<file path="config.mk">
export PLATFORM = sky130hd
export DESIGN_NAME = compacting_list_with_delete_core
export DESIGN_NICKNAME = d
export VERILOG_FILES = /design/src/rtl/cld_pkg.sv /design/src/rtl/compacting_list_with_delete_core.sv /design/src/rtl/cld_store.sv /design/src/rtl/cld_ctrl.sv
export SDC_FILE = /design/constraint.sdc
export NUM_CORES = 1
export LEC_CHECK = 0
export ABC_AREA = 1
export ABC_CLOCK_PERIOD_IN_PS = 4600
export BUFFER_PORTS_ARGS = -buffer_cell sky130_fd_sc_hd__buf_4
export CORE_UTILIZATION = 30
export DETAILED_ROUTE_END_ITERATION = 10
export GPL_TIMING_DRIVEN = 0
export SYNTH_ARGS = -nofsm -noshare
export SYNTH_HDL_FRONTEND = slang
export SYNTH_SLANG_ARGS = --single-unit
export TNS_END_PERCENT = 100
</file>
<file path="constraint.sdc">
create_clock -name clk -period 4.6 [get_ports clk]
set_input_delay 0.46 -clock clk [delete_from_list [all_inputs] [get_ports clk]]
set_output_delay 0.46 -clock clk [all_outputs]
set_load 0.1 [all_outputs]
</file>
<file path="src/rtl/cld_pkg.sv">
// shared constants, codes and types for the compacting list with delete
// no dependencies; imported by every module of the block
`timescale 1ns / 1ps

package cld_pkg;

    // list capacity and derived widths
    localparam int DEPTH  = 16;
    localparam int ADDR_W = (DEPTH > 1) ? $clog2(DEPTH) : 1;
    localparam int CNT_W  = $clog2(DEPTH + 1);

    // fixed field widths of the request and result
    localparam int ACTION_W = 2;
    localparam int VALUE_W  = 32;
    localparam int POS_W    = 4;
    localparam int STATUS_W = 2;
    localparam int WHERE_W  = 4;
    localparam int COUNT_W  = 5;

    // request actions
    localparam logic [ACTION_W-1:0] ACT_APPEND = 2'd0;
    localparam logic [ACTION_W-1:0] ACT_REMOVE = 2'd1;
    localparam logic [ACTION_W-1:0] ACT_FIND   = 2'd2;

    // result status codes
    localparam logic [STATUS_W-1:0] ST_DONE     = 2'd0;
    localparam logic [STATUS_W-1:0] ST_FULL     = 2'd1;
    localparam logic [STATUS_W-1:0] ST_BADPOS   = 2'd2;
    localparam logic [STATUS_W-1:0] ST_NOTFOUND = 2'd3;

    // one cycle's access to the entry store
    typedef struct packed {
        logic               we;
        logic [ADDR_W-1:0]  waddr;
        logic [VALUE_W-1:0] wdata;
        logic               re;
        logic [ADDR_W-1:0]  raddr;
    } mem_req_t;

endpackage

</file>
<file path="src/rtl/compacting_list_with_delete_core.sv">
// top level of the compacting list: sequencer, entry store and result register
// depends on cld_pkg, cld_store, cld_ctrl
`timescale 1ns / 1ps

// An ordered list of up to 16 signed 32-bit values packed from index 0. Each
// request appends a value, removes the entry at a position, or finds the first
// entry equal to a value and removes it; every request gives one result with a
// status, the position touched and the new count. One request is worked at a
// time and in_ready is low while it runs. Append and refused requests go
// straight to the result state; remove at position p reads each entry after
// p and writes it one place lower; find-and-remove reads from index 0 until
// it meets a match at index i, then compacts from i as a remove does. The
// pace is set by the single read port of the entry store, which moves one
// entry per cycle. A finished result waits in the sequencer until the output
// register can take it; the next request is taken once it has moved there.

module compacting_list_with_delete_core
    import cld_pkg::*;
(
    input  logic                clk,
    input  logic                rst_n,
    input  logic                in_valid,
    output logic                in_ready,
    input  logic [ACTION_W-1:0] action,
    input  logic signed [VALUE_W-1:0] value,
    input  logic [POS_W-1:0]    position,
    output logic                out_valid,
    input  logic                out_ready,
    output logic [STATUS_W-1:0] status,
    output logic [WHERE_W-1:0]  where,
    output logic [COUNT_W-1:0]  count
);

    mem_req_t            req;
    logic [VALUE_W-1:0]  rdata;
    logic                idle;
    logic                res_valid;
    logic                res_take;
    logic [STATUS_W-1:0] res_status;
    logic [WHERE_W-1:0]  res_where;
    logic [COUNT_W-1:0]  res_count;

    logic                out_valid_reg;
    logic [STATUS_W-1:0] status_reg;
    logic [WHERE_W-1:0]  where_reg;
    logic [COUNT_W-1:0]  count_reg;

    assign in_ready = idle;
    assign res_take = res_valid && (!out_valid_reg || out_ready);

    cld_ctrl u_ctrl (
        .clk        (clk),
        .rst_n      (rst_n),
        .start      (in_valid && in_ready),
        .action     (action),
        .value      (value),
        .position   (position),
        .idle       (idle),
        .req        (req),
        .rdata      (rdata),
        .res_take   (res_take),
        .res_valid  (res_valid),
        .res_status (res_status),
        .res_where  (res_where),
        .res_count  (res_count)
    );

    cld_store u_store (
        .clk   (clk),
        .req   (req),
        .rdata (rdata)
    );

    // result register valid
    always_ff @(posedge clk or negedge rst_n)
    begin
        if (!rst_n)
        begin
            out_valid_reg <= 1'b0;
        end
        else if (res_take)
        begin
            out_valid_reg <= 1'b1;
        end
        else if (out_ready)
        begin
            out_valid_reg <= 1'b0;
        end
    end

    // result register payload
    always_ff @(posedge clk)
    begin
        if (res_take)
        begin
            status_reg <= res_status;
            where_reg  <= res_where;
            count_reg  <= res_count;
        end
    end

    assign out_valid = out_valid_reg;
    assign status    = status_reg;
    assign where     = where_reg;
    assign count     = count_reg;

endmodule

</file>
<file path="src/rtl/cld_store.sv">
// entry store: one write port and one read port with registered read data
// depends on cld_pkg
`timescale 1ns / 1ps

module cld_store
    import cld_pkg::*;
(
    input  logic               clk,
    input  mem_req_t           req,
    output logic [VALUE_W-1:0] rdata
);

    logic [VALUE_W-1:0] mem [DEPTH];
    logic [VALUE_W-1:0] rdata_reg;

    // write port
    always_ff @(posedge clk)
    begin
        if (req.we)
        begin
            mem[req.waddr] <= req.wdata;
        end
    end

    // read port, data in the next cycle
    always_ff @(posedge clk)
    begin
        if (req.re)
        begin
            rdata_reg <= mem[req.raddr];
        end
    end

    assign rdata = rdata_reg;

endmodule

</file>
<file path="src/rtl/cld_ctrl.sv">
// sequencer: append, and search and compaction over the entry store, one entry a cycle
// depends on cld_pkg; drives the cld_store port
`timescale 1ns / 1ps

module cld_ctrl
    import cld_pkg::*;
(
    input  logic                clk,
    input  logic                rst_n,
    input  logic                start,
    input  logic [ACTION_W-1:0] action,
    input  logic [VALUE_W-1:0]  value,
    input  logic [POS_W-1:0]    position,
    output logic                idle,
    output mem_req_t            req,
    input  logic [VALUE_W-1:0]  rdata,
    input  logic                res_take,
    output logic                res_valid,
    output logic [STATUS_W-1:0] res_status,
    output logic [WHERE_W-1:0]  res_where,
    output logic [COUNT_W-1:0]  res_count
);

    localparam logic [1:0] S_IDLE   = 2'd0;
    localparam logic [1:0] S_SEARCH = 2'd1;
    localparam logic [1:0] S_SHIFT  = 2'd2;
    localparam logic [1:0] S_RESULT = 2'd3;

    logic [1:0]          state_reg,  state_next;
    logic [CNT_W-1:0]    count_reg,  count_next;
    logic [CNT_W-1:0]    rptr_reg,   rptr_next;
    logic [ADDR_W-1:0]   wptr_reg,   wptr_next;
    logic [ADDR_W-1:0]   cidx_reg,   cidx_next;
    logic [ADDR_W-1:0]   where_reg,  where_next;
    logic                pend_reg,   pend_next;
    logic [STATUS_W-1:0] status_reg, status_next;
    logic [VALUE_W-1:0]  key_reg,    key_next;

    logic rd_en;
    logic hit;
    logic full;
    logic pos_ok;

    // compare unit and bounds checks
    assign rd_en  = (rptr_reg < count_reg);
    assign hit    = pend_reg && (rdata == key_reg);
    assign full   = (count_reg == CNT_W'(DEPTH));
    assign pos_ok = (32'(position) < 32'(count_reg));

    // next state and store access
    always_comb
    begin
        state_next  = state_reg;
        count_next  = count_reg;
        rptr_next   = rptr_reg;
        wptr_next   = wptr_reg;
        cidx_next   = cidx_reg;
        where_next  = where_reg;
        pend_next   = 1'b0;
        status_next = status_reg;
        key_next    = key_reg;
        req         = '0;
        req.raddr   = rptr_reg[ADDR_W-1:0];
        req.waddr   = wptr_reg;
        req.wdata   = rdata;

        case (state_reg)
            S_IDLE:
            begin
                if (start)
                begin
                    key_next = value;
                    case (action)
                        ACT_APPEND:
                        begin
                            state_next = S_RESULT;
                            if (full)
                            begin
                                status_next = ST_FULL;
                            end
                            else
                            begin
                                req.we      = 1'b1;
                                req.waddr   = count_reg[ADDR_W-1:0];
                                req.wdata   = value;
                                where_next  = count_reg[ADDR_W-1:0];
                                count_next  = count_reg + 1'b1;
                                status_next = ST_DONE;
                            end
                        end
                        ACT_REMOVE:
                        begin
                            if (pos_ok)
                            begin
                                state_next = S_SHIFT;
                                wptr_next  = ADDR_W'(position);
                                where_next = ADDR_W'(position);
                                rptr_next  = CNT_W'(position) + 1'b1;
                            end
                            else
                            begin
                                state_next  = S_RESULT;
                                status_next = ST_BADPOS;
                            end
                        end
                        ACT_FIND:
                        begin
                            state_next = S_SEARCH;
                            rptr_next  = '0;
                        end
                        default:
                        begin
                            state_next  = S_RESULT;
                            status_next = ST_BADPOS;
                        end
                    endcase
                end
            end

            S_SEARCH:
            begin
                if (hit)
                begin
                    // stop reading and start compacting at the match
                    state_next = S_SHIFT;
                    wptr_next  = cidx_reg;
                    where_next = cidx_reg;
                    rptr_next  = CNT_W'(cidx_reg) + 1'b1;
                end
                else if (rd_en)
                begin
                    req.re    = 1'b1;
                    cidx_next = rptr_reg[ADDR_W-1:0];
                    rptr_next = rptr_reg + 1'b1;
                    pend_next = 1'b1;
                end
                else if (!pend_reg)
                begin
                    state_next  = S_RESULT;
                    status_next = ST_NOTFOUND;
                end
            end

            S_SHIFT:
            begin
                // read the next entry while writing the one fetched last cycle
                if (rd_en)
                begin
                    req.re    = 1'b1;
                    rptr_next = rptr_reg + 1'b1;
                    pend_next = 1'b1;
                end
                if (pend_reg)
                begin
                    req.we    = 1'b1;
                    wptr_next = wptr_reg + 1'b1;
                end
                if (!rd_en && !pend_reg)
                begin
                    state_next  = S_RESULT;
                    count_next  = count_reg - 1'b1;
                    status_next = ST_DONE;
                end
            end

            S_RESULT:
            begin
                if (res_take)
                begin
                    state_next = S_IDLE;
                end
            end

            default:
            begin
                state_next = S_IDLE;
            end
        endcase
    end

    // control state
    always_ff @(posedge clk or negedge rst_n)
    begin
        if (!rst_n)
        begin
            state_reg <= S_IDLE;
            count_reg <= '0;
            pend_reg  <= 1'b0;
        end
        else
        begin
            state_reg <= state_next;
            count_reg <= count_next;
            pend_reg  <= pend_next;
        end
    end

    // working registers
    always_ff @(posedge clk)
    begin
        rptr_reg   <= rptr_next;
        wptr_reg   <= wptr_next;
        cidx_reg   <= cidx_next;
        where_reg  <= where_next;
        status_reg <= status_next;
        key_reg    <= key_next;
    end

    assign idle       = (state_reg == S_IDLE);
    assign res_valid  = (state_reg == S_RESULT);
    assign res_status = status_reg;
    assign res_where  = (status_reg == ST_DONE) ? WHERE_W'(where_reg) : '0;
    assign res_count  = COUNT_W'(count_reg);

endmodule

</file>
==> results of run 1 <==
placed cells by master (no fill, tap or decap), types with 22 or more instances in the layout:
cell type and count:
buf_4 58, nor2_1 334, buf_2 23, inv_1 88
o221ai_1 94, clkbuf_1 96, edfxtp_1 606, nand2_1 168
clkbuf_16 67, o211ai_1 34, a21oi_1 34, o21ai_0 274
nand3_1 55, ha_1 22, o22ai_1 36
routing by layer:
layer	up-vias	GRT usage, %
met2	942	30.03
met4	2	6.423
met3	159	4.090
li1	7626	-
met1	8775	23.92
met5	-	0
through the flow:
step | instance area [um2] | utilization [%] | TNS [ns] | std cells
6_report | 29740 | 35.59 | 0 | 3258
5_1_grt | 29740 | 35.59 | 0 | 3258
4_1_cts | 29740 | 35.59 | 0 | 3258
3_5_place_dp | 27560 | 32.98 | 0 | 3133
3_3_place_gp | 27060 | 32.39 | -816.52 | 3116
2_1_floorplan | 25300 | - | 0 | 1982
path summary, 6_finish.rpt:
path	endpoint	slack [ns]
setup / recovery	u_store.mem[1][22]$_DFFE_PP_	0.31
hold / removal	u_ctrl.key_reg[21]$_DFFE_PP_	0.03
setup reg to reg	u_store.mem[1][22]$_DFFE_PP_	0.31
hold reg to reg	status[1]$_DFFE_PP_	0.44
max in group asynchronous	u_ctrl.res_count[4]$_DFFE_PN0P_	4.21
min in group asynchronous	out_valid$_DFFE_PN0P_	0.23
cell type report:
| class | count | share of cell area (%) |
|---|---|---|
| repair buffers | 81 | 2.945 |
| inverters | 98 | 1.237 |
| clock inverters | 33 | 1.157 |
| well taps | 1080 | 4.544 |
| clock buffers | 82 | 5.828 |
| plain buffers | 114 | 1.612 |
| multi-input cells | 1155 | 20.72 |
| flip-flops and latches | 615 | 61.95 |
worst max-delay path: stages (launching register included):
cell,delay [ns]
dfrtp_1,0.42
inv_1,0.10
ha_1,0.30
nand2_1,0.12
inv_2,0.85
nand3_4,0.26
buf_6,0.29
o21ai_1,0.23
nand3_1,0.39
nor2_4,0.72
buf_12,0.27
cells in the mapped netlist, drive strengths merged, types with 10 or more instances:
library cell	n	area [um2]
buf	33	175.2
clkbuf	81	304.0
mux2	10	112.6
edfxtp	606	18200
o221ai	94	823.3
nand2	171	649.4
o22ai	36	225.2
inv	95	356.6
nor2	351	1318
nand3	58	312.8
ha	22	275.3
xnor2	13	113.9
a21oi	34	170.2
o21ai	291	1464
o211ai	34	255.2
logic make-up after synthesis:
| logic type | Yosys count | share of synthesized area [%] |
|---|---|---|
| compound gates | 504 | 12.06 |
| xor+xnor | 19 | 0.6576 |
| flops | 615 | 72.80 |
| mux | 10 | 0.4450 |
| buf+inv | 212 | 3.348 |
| fa+ha+maj | 23 | 1.167 |
| simple gates | 599 | 9.513 |
power groups by stage:
stage               clock, uW  combinational, uW  sequential, uW
floorplan                   0               4110            8060
global placement            0               6860            7950
detailed placement          0               7190            7940
CTS                      5230               7230            7830
global route             5420               7910            7880
finish                   5180               7360            7840
==> impl_metrics.env, run 1 <==
export IMPL_cts_buffers=67
export IMPL_hold_viol_final=0
export IMPL_async_flop_share_pct=1.463
export IMPL_gr_total_overflow=0
export IMPL_required_ns=4.90
export IMPL_run_status="finished, final reports clean"
export IMPL_setup_ws_ns=0.3097
export IMPL_start_util_pct=30.28
export IMPL_cts_tree="built"
export IMPL_start_kind="flip-flop"
export IMPL_holdBufCountCts=10
export IMPL_setup_viol=0
export IMPL_pre_cts_slack_ns=0.2807
export IMPL_grt_total_usage_pct=18.35
export IMPL_endpoint_kind="flip-flop"
export IMPL_hpwl_um=51820
export IMPL_synth_seq_cells=615
export IMPL_antenna_found_initial=1
export IMPL_wl_met2_um=37690
export IMPL_met1_length_um=31660
export IMPL_fp_row_count=106
export IMPL_dr_first_iter_drc_count=2333
export IMPL_fp_dieW_um=292.4
export IMPL_arrival_ns=4.59
export IMPL_cap_violations=0
export IMPL_routed_wl_um=79320
export IMPL_drtAntennaViolNets=0
export IMPL_synth_edf_count=606
export IMPL_worst_setup_path_type="reg -> reg"
export IMPL_core_um2=83560
export IMPL_sequentialPowerShare_pct=38.5
export IMPL_highest_layer="met5"
export IMPL_crit_path_start="u_ctrl.state_reg[1]$_DFFE_PN0P_"
export IMPL_viasPerCell=5.373
export IMPL_num_antenna_cells=0
export IMPL_ios=55
export IMPL_rr_startpoint="u_ctrl.state_reg[1]$_DFFE_PN0P_"
export IMPL_postCtsSetupRepairBufs=0
export IMPL_syn2layout_area_growth_pct=17.51
export IMPL_critPathMaxFanout=33
export IMPL_p_per_area_nw_per_um2=685.3
export IMPL_seq_area_um2=18420
export IMPL_peakVddDrop_mv=0.3136
export IMPL_grt_first_pass_wirelength_um=115200
export IMPL_die_height_um=292.4
export IMPL_r2r_worst_path_cells=10
export IMPL_drv_slew=0
export IMPL_clkTransAtPathRegs_ns=0.06
export IMPL_clk_latency_ns=0.62
export IMPL_fmax_mhz=233.1
export IMPL_ys_seq_area_share_pct=72.80
export IMPL_holdWs_ns=0.02649
export IMPL_total_power_uw=20380
export IMPL_ys_types=45
export IMPL_combPwrFrac_pct=36.1
export IMPL_cts_max_level=3
export IMPL_switching_share_pct=39.62
export IMPL_ys_warn_count=0
export IMPL_synth_flop_cell="edfxtp_1"
export IMPL_routed_wl_met3_um=7565
export IMPL_cts_sinks=615
export IMPL_finalCriticalPeriod_ns=4.290
export IMPL_whs_path_depth=1
export IMPL_grt_max_degree=34
export IMPL_first_global_vias=17300
export IMPL_dr_pass1_iters=6
export IMPL_wl_per_cell_um=24.35
export IMPL_io_buffer_count=54
export IMPL_drc=0
export IMPL_rsz0062_at_grt="false"
export IMPL_skew_ns=0.02863
export IMPL_place_gp_congestion=0.8785
export IMPL_root_buffer="clkbuf_16"
export IMPL_hold_start="value[21]"
export IMPL_synth_area_um2=25300
export IMPL_min_path_type="in -> reg"
export IMPL_clock_path_buffers=3
export IMPL_synth_nets=2047
export IMPL_slew_headroom_pct=10.38
export IMPL_fin_crit_sh_pct=93.27
export IMPL_post_synth_inst_count=1982
export IMPL_power_share_clock_pct=25.4
export IMPL_netSwitchingPower_uw=8075
export IMPL_nets=2197
export IMPL_p_leak_uw=0.009885
export IMPL_fillerInstances=7954
export IMPL_p_int_uw=12300
export IMPL_vias=17500
export IMPL_syn_avg_cell_area_um2=12.77
export IMPL_multi_input_area_um2=6162
export IMPL_largest_reg_flops=512
export IMPL_tightest_slew_ns=1.344
export IMPL_drive_above_1_share_pct=10.79
export IMPL_post_cts_resize_count=0
export IMPL_die_area_um2=85510
No activity file was read; power rests on OpenSTA's default activity.
==> run 2: changes to the inputs <==
- CAP_MARGIN: not set -> 20
- REMOVE_ABC_BUFFERS: not set -> 1
- SETUP_SLACK_MARGIN: not set -> 0.5
==> run 2 against run 1 <==
Effect of this change:
- non-clock buffer count decreased by 53
- critical path type unchanged
- power is 1.8% lower
- cell count fell by 1.6%
- setup slack improved by 0.35 ns
- hold slack improved by 0.013 ns
- flip-flop and latch count unchanged
- highest routed layer unchanged
==> impl_metrics.env, run 2 (synthesis gave the netlist of run 1 again) <==
export IMPL_run_status="finished, final reports clean"
export IMPL_layout_common_cells="606 x edfxtp_1, 334 x nor2_1, 274 x o21ai_0"
export IMPL_num_antenna_cells=0
export IMPL_p_int_uw=12730
export IMPL_routed_wl_um=70080
export IMPL_final_common_cell="edfxtp_1"
export IMPL_start_util_pct=30.28
export IMPL_netSwitchingPower_uw=7275
export IMPL_r2r_worst_path_cells=11
export IMPL_p_per_area_nw_per_um2=657.0
export IMPL_holdWs_ns=0.03947
export IMPL_setup_viol=0
export IMPL_vias=16870
export IMPL_rrSetupSlack_ns=0.66
export IMPL_total_power_uw=20000
export IMPL_io_buffer_count=54
export IMPL_endpoint_kind="flip-flop"
export IMPL_rsz0062_at_grt="false"
export IMPL_syn2layout_area_growth_pct=20.32
export IMPL_clk_latency_ns=0.60
export IMPL_nets=2146
export IMPL_cap_violations=0
export IMPL_worst_setup_path_type="reg -> reg"
export IMPL_wl_per_cell_um=21.86
export IMPL_drive_above_1_share_pct=13.08
export IMPL_skew_ns=0.02166
export IMPL_fmax_mhz=253.7
export IMPL_fin_crit_sh_pct=85.68
export IMPL_fp_row_count=106
export IMPL_crit_path_start="u_ctrl.state_reg[1]$_DFFE_PN0P_"
export IMPL_min_path_type="in -> reg"
export IMPL_antenna_found_initial=3
export IMPL_ios=55
export IMPL_hpwl_um=40070
export IMPL_p_leak_uw=0.01023
export IMPL_power_share_clock_pct=25.2
export IMPL_root_buffer="clkbuf_16"
export IMPL_dr_pass1_iters=5
export IMPL_viasPerCell=5.261
export IMPL_fillerInstances=7815
export IMPL_dr_first_iter_drc_count=1806
export IMPL_core_um2=83560
export IMPL_setup_ws_ns=0.6587
export IMPL_drv_slew=0
export IMPL_slew_headroom_pct=23.52
export IMPL_clkTransAtPathRegs_ns=0.06
export IMPL_drtAntennaViolNets=0
export IMPL_switching_share_pct=36.37
export IMPL_fp_dieW_um=292.4
export IMPL_finalInstanceArea_um2=30450
export IMPL_pre_cts_slack_ns=-0.2137
export IMPL_cts_tree="built"
export IMPL_combPwrFrac_pct=35.3
export IMPL_first_global_vias=16270
export IMPL_start_kind="flip-flop"
export IMPL_endpoint="u_store.mem[15][1]$_DFFE_PP_"
export IMPL_peakVddDrop_mv=0.4217
export IMPL_cts_sinks=615
export IMPL_place_gp_congestion=0.8400
export IMPL_finalCriticalPeriod_ns=3.941
export IMPL_clock_path_buffers=3
export IMPL_cts_max_level=3
export IMPL_die_area_um2=85510
export IMPL_cts_buffers=67
export IMPL_drc=0
export IMPL_die_height_um=292.4
export IMPL_arrival_ns=4.23
export IMPL_timing_rr_end="u_store.mem[15][1]$_DFFE_PP_"
export IMPL_grt_max_degree=130
export IMPL_hold_viol_final=0
export IMPL_critPathMaxFanout=18
export IMPL_grt_first_pass_wirelength_um=103100
export IMPL_placed_area_um2=27920
export IMPL_grt_total_usage_pct=16.09
export IMPL_largest_reg_flops=512
export IMPL_tightest_slew_ns=1.147
export IMPL_required_ns=4.89
export IMPL_rr_startpoint="u_ctrl.state_reg[1]$_DFFE_PN0P_"
export IMPL_gr_total_overflow=0
export IMPL_sequentialPowerShare_pct=39.5
## run 2: cell count changes in the layout (fill, tap and decap cells not counted), moves of 4 or more
cell | previous run | this run
buf_4 | 58 | 77
clkbuf_1 | 96 | 16
buf_1 | 5 | 0
buf_12 | 13 | 30
buf_16 | 4 | 30
buf_8 | 0 | 4
dlygate4sd3_1 | 10 | 1
buf_2 | 23 | 0
## run 2: how the worst min path moves through the flow
stage | cells after the start | slack, ns | from | end
floorplan | 0 | 0.16 | rst_n | out_valid$_DFFE_PN0P_
global placement | 1 | 0.30 | rst_n | u_ctrl.pend_reg$_DFF_PN0_
detailed placement | 1 | 0.31 | rst_n | u_ctrl.pend_reg$_DFF_PN0_
CTS | 1 | 0.01 | value[16] | u_ctrl.key_reg[16]$_DFFE_PP_
global route | 1 | 0.02 | value[2] | u_ctrl.key_reg[2]$_DFFE_PP_
finish | 1 | 0.04 | value[16] | u_ctrl.key_reg[16]$_DFFE_PP_
## run 2: routing by layer
layer  GRT usage (%)  vias to the layer above  share of wire [%]
met4           5.670                        6                3.1
met3           3.149                      149                7.4
met2           25.89                      707                 47
met5               0                        -              0.061
met1           21.62                     8477                 42
li1                -                     7528                  -
## run 2: worst max-delay path, stage by stage (launching register included)
cell and delay [ns]:
dfrtp_1 0.42, inv_1 0.11, ha_1 0.33, nand2_1 0.15, inv_4 0.34, nand3_4 0.40, nand2_1 0.15, o21ai_1 0.17
inv_1 0.15, nand3_1 0.36, nor2_4 0.72, buf_12 0.29
## run 2: what timing repair did
action / 4_1_cts / 5_1_grt
resized for setup: 1 / 0
hold endpoints to repair: 9 / 0
hold buffers: 1 / 0
setup endpoints to repair: 512 / 64
cloned: 2 / 0
pin swaps: 12 / 4
buffers inserted: 18 / 8
## run 2: area by class of cell
type	count	area, um2	area share [%]
Clock buffer	85	1775	5.832
Clock inverter	29	255.2	0.8384
Inverter	98	384.1	1.262
Multi-Input combinational cell	1157	6182	20.31
Sequential cell	615	18420	60.51
Tap cell	1080	1351	4.438
Timing Repair Buffer	142	2074	6.814
## run 2: power by group through the flow
| stage | sequential, uW | combinational [uW] | clock (uW) |
|---|---|---|---|
| final | 7910 | 7050 | 5040 |
| after global routing | 7960 | 7700 | 5320 |
| after CTS | 7910 | 6920 | 5110 |
| after detailed placement | 8020 | 6840 | 0 |
| after global placement | 8640 | 5080 | 0 |
| after floorplan | 8420 | 3630 | 0 |
## run 2: through the flow
step                util, %  setup TNS [ns]  std cells
finish                36.44               0       3206
global route          36.44               0       3206
CTS                   36.21               0       3187
detailed placement    33.42          -26.74       3052
global placement      31.81        -2031.77       3002
floorplan                 -         -202.09       1868
==> run 3: changes to the inputs <==
- CORE_UTILIZATION: 30 -> 50
- PLACE_DENSITY: not set -> 0.66
- RECOVER_POWER: not set -> 50
==> run 3 against run 2 <==
Effect of this change:
- the flow now finishes with violations (max-capacitance violations, max-slew violations)
- count of clock-buffer cells in the layout down 8
- first-iteration DRC count up 2.9%
- non-clock buffer count up 6
- clock power about the same
- cell count down 13%
- critical path depth down 1
- sequential power about the same
- critical endpoint is now u_store.mem[4][12]$_DFFE_PP_
==> impl_metrics.env, run 3 (synthesis gave the netlist of run 1 again) <==
export IMPL_met1_length_um=27720
export IMPL_placed_area_um2=27510
export IMPL_netSwitchingPower_uw=7225
export IMPL_layout_common_cells="606 x edfxtp_1, 344 x nor2_1, 276 x o21ai_0"
export IMPL_p_int_uw=12570
export IMPL_holdPathEnd="u_ctrl.key_reg[20]$_DFFE_PP_"
export IMPL_viasPerCell=6.094
export IMPL_drc=0
export IMPL_grt_max_degree=130
export IMPL_fp_row_count=82
export IMPL_post_place_cells=2646
export IMPL_first_global_vias=16390
export IMPL_clock_path_buffers=3
export IMPL_largest_reg_flops=512
export IMPL_setup_viol=0
export IMPL_fmax_mhz=240.9
export IMPL_start_kind="flip-flop"
export IMPL_core_um2=50070
export IMPL_rr_startpoint="u_ctrl.state_reg[1]$_DFFE_PN0P_"
export IMPL_drv_slew=35
export IMPL_critPathMaxFanout=25
export IMPL_final_common_cell="edfxtp_1"
export IMPL_cts_max_level=2
export IMPL_vias=17080
export IMPL_grt_first_pass_wirelength_um=100500
export IMPL_whs_path_depth=1
export IMPL_layout_cells_non_filler=2803
export IMPL_arrival_ns=4.45
export IMPL_clkTransAtPathRegs_ns=0.06
export IMPL_ios=55
export IMPL_power_share_clock_pct=25.6
export IMPL_nets=2145
export IMPL_wl_per_cell_um=24.65
export IMPL_holdWs_ns=0.04178
export IMPL_hold_viol_final=0
export IMPL_start_util_pct=50.54
export IMPL_place_gp_congestion=0.8252
export IMPL_timing_rr_end="u_store.mem[4][12]$_DFFE_PP_"
export IMPL_routed_wl_met3_um=5767
export IMPL_tightest_slew_ns=1.983
export IMPL_p_per_area_nw_per_um2=668.9
export IMPL_hpwl_um=38240
export IMPL_gr_total_overflow=0
export IMPL_post_cts_resize_count=0
export IMPL_finalInstanceArea_um2=29590
export IMPL_die_area_um2=51510
export IMPL_sequentialPowerShare_pct=40.0
export IMPL_switching_share_pct=36.50
export IMPL_skew_ns=0.02309
export IMPL_syn2layout_area_growth_pct=16.95
export IMPL_rsz0062_at_grt="false"
export IMPL_drtAntennaViolNets=0
export IMPL_dr_pass1_iters=6
export IMPL_wl_met2_um=33050
export IMPL_worst_setup_path_type="reg -> reg"
export IMPL_antenna_found_initial=0
export IMPL_fin_crit_sh_pct=90.24
export IMPL_slew_headroom_pct=-32.36
export IMPL_grt_total_usage_pct=26.74
export IMPL_setup_ws_ns=0.4491
export IMPL_rrSetupSlack_ns=0.45
export IMPL_highest_layer="met4"
export IMPL_hold_start="value[20]"
export IMPL_p_leak_uw=0.01002
export IMPL_pre_cts_slack_ns=-0.1410
export IMPL_endpoint_kind="flip-flop"
export IMPL_cts_buffers=60
export IMPL_root_buffer="clkbuf_16"
export IMPL_die_height_um=227.0
export IMPL_fp_dieW_um=227.0
export IMPL_cts_sinks=615
export IMPL_clk_latency_ns=0.64
export IMPL_finalCriticalPeriod_ns=4.151
export IMPL_routed_wl_um=69100
export IMPL_cap_violations=1
export IMPL_num_antenna_cells=0
export IMPL_run_status="finished, violations left"
export IMPL_drive_above_1_share_pct=9.244
export IMPL_dr_first_iter_drc_count=1858
export IMPL_required_ns=4.90
export IMPL_r2r_worst_path_cells=10
export IMPL_combPwrFrac_pct=34.4
export IMPL_peakVddDrop_mv=0.5367
export IMPL_violations="max-capacitance violations, max-slew violations"
export IMPL_min_path_type="in -> reg"
export IMPL_finalSetupTns_ns=0
export IMPL_io_buffer_count=54
export IMPL_cts_tree="built"
run 3: cell types whose count changed in the layout (fill, tap and decap cells not counted), sizes merged:
cell / before / now
buf: 141 / 81
bufinv: 3 / 10
clkbuf: 85 / 139
dlygate4sd3: 1 / 5
run 3: cell type report:
cell class,instances,area (um2)
clock buffers,77,1565
clock inverters,36,455.4
fillers,3950,20480
inverters,98,380.4
multi-input cells,1157,6087
flip-flops and latches,615,18420
well taps,672,840.8
repair buffers,148,1841
run 3: critical path: stages (launching register included):
cell      delay, ns
dfrtp_1        0.42
inv_1          0.10
ha_1           0.30
nand2_1        0.08
inv_1          0.56
buf_12         0.32
nand3_4        0.37
o21ai_1        0.43
nand3_1        0.38
nor2_1         0.53
clkbuf_1       0.32
run 3: worst max path at each step:
stage,endpoint,cells after the start,from
6_report,u_store.mem[4][12]$_DFFE_PP_,10,u_ctrl.state_reg[1]$_DFFE_PN0P_
3_3_place_gp,u_store.rdata[23]$_DFFE_PP_,5,u_ctrl.rptr_reg[0]$_DFFE_PP_
4_1_cts,u_store.mem[13][19]$_DFFE_PP_,12,u_ctrl.state_reg[1]$_DFFE_PN0P_
5_1_grt,u_store.mem[4][6]$_DFFE_PP_,10,u_ctrl.state_reg[1]$_DFFE_PN0P_
3_5_place_dp,u_store.mem[2][10]$_DFFE_PP_,11,u_ctrl.state_reg[1]$_DFFE_PN0P_
2_1_floorplan,u_store.rdata[17]$_DFFE_PP_,5,u_ctrl.rptr_reg[0]$_DFFE_PP_
run 3: per-layer routing:
| metal | track usage, % | up-vias |
|---|---|---|
| li1 | - | 7521 |
| met1 | 36.18 | 8483 |
| met2 | 43.46 | 895 |
| met3 | 4.169 | 183 |
| met4 | 11.02 | 0 |
| met5 | 0 | - |
run 3: power groups by stage:
stage                     Sequential, uW  Clock [uW]  Combinational, uW
final                               7910        5070               6820
after global routing                7950        5330               7420
after CTS                           7910        5100               6870
after detailed placement            8020           0               6760
after global placement              8620           0               5060
after floorplan                     8420           0               3630
run 3: what timing repair did:
| action | in CTS | in global routing |
|---|---|---|
| setup buffers | 18 | 11 |
| hold endpoints to repair | 13 | 0 |
| cloned | 2 | 0 |
| pin swaps | 13 | 4 |
| endpoints found under the setup margin | 512 | 62 |
| hold buffers | 5 | 0 |
run 3: per-stage QoR:
stage	total power [uW]	util [%]
3_5_place_dp	14780	54.94
2_1_floorplan	12050	-
6_report	19800	59.10
4_1_cts	19880	59.51
5_1_grt	20700	59.10
3_3_place_gp	13690	52.07
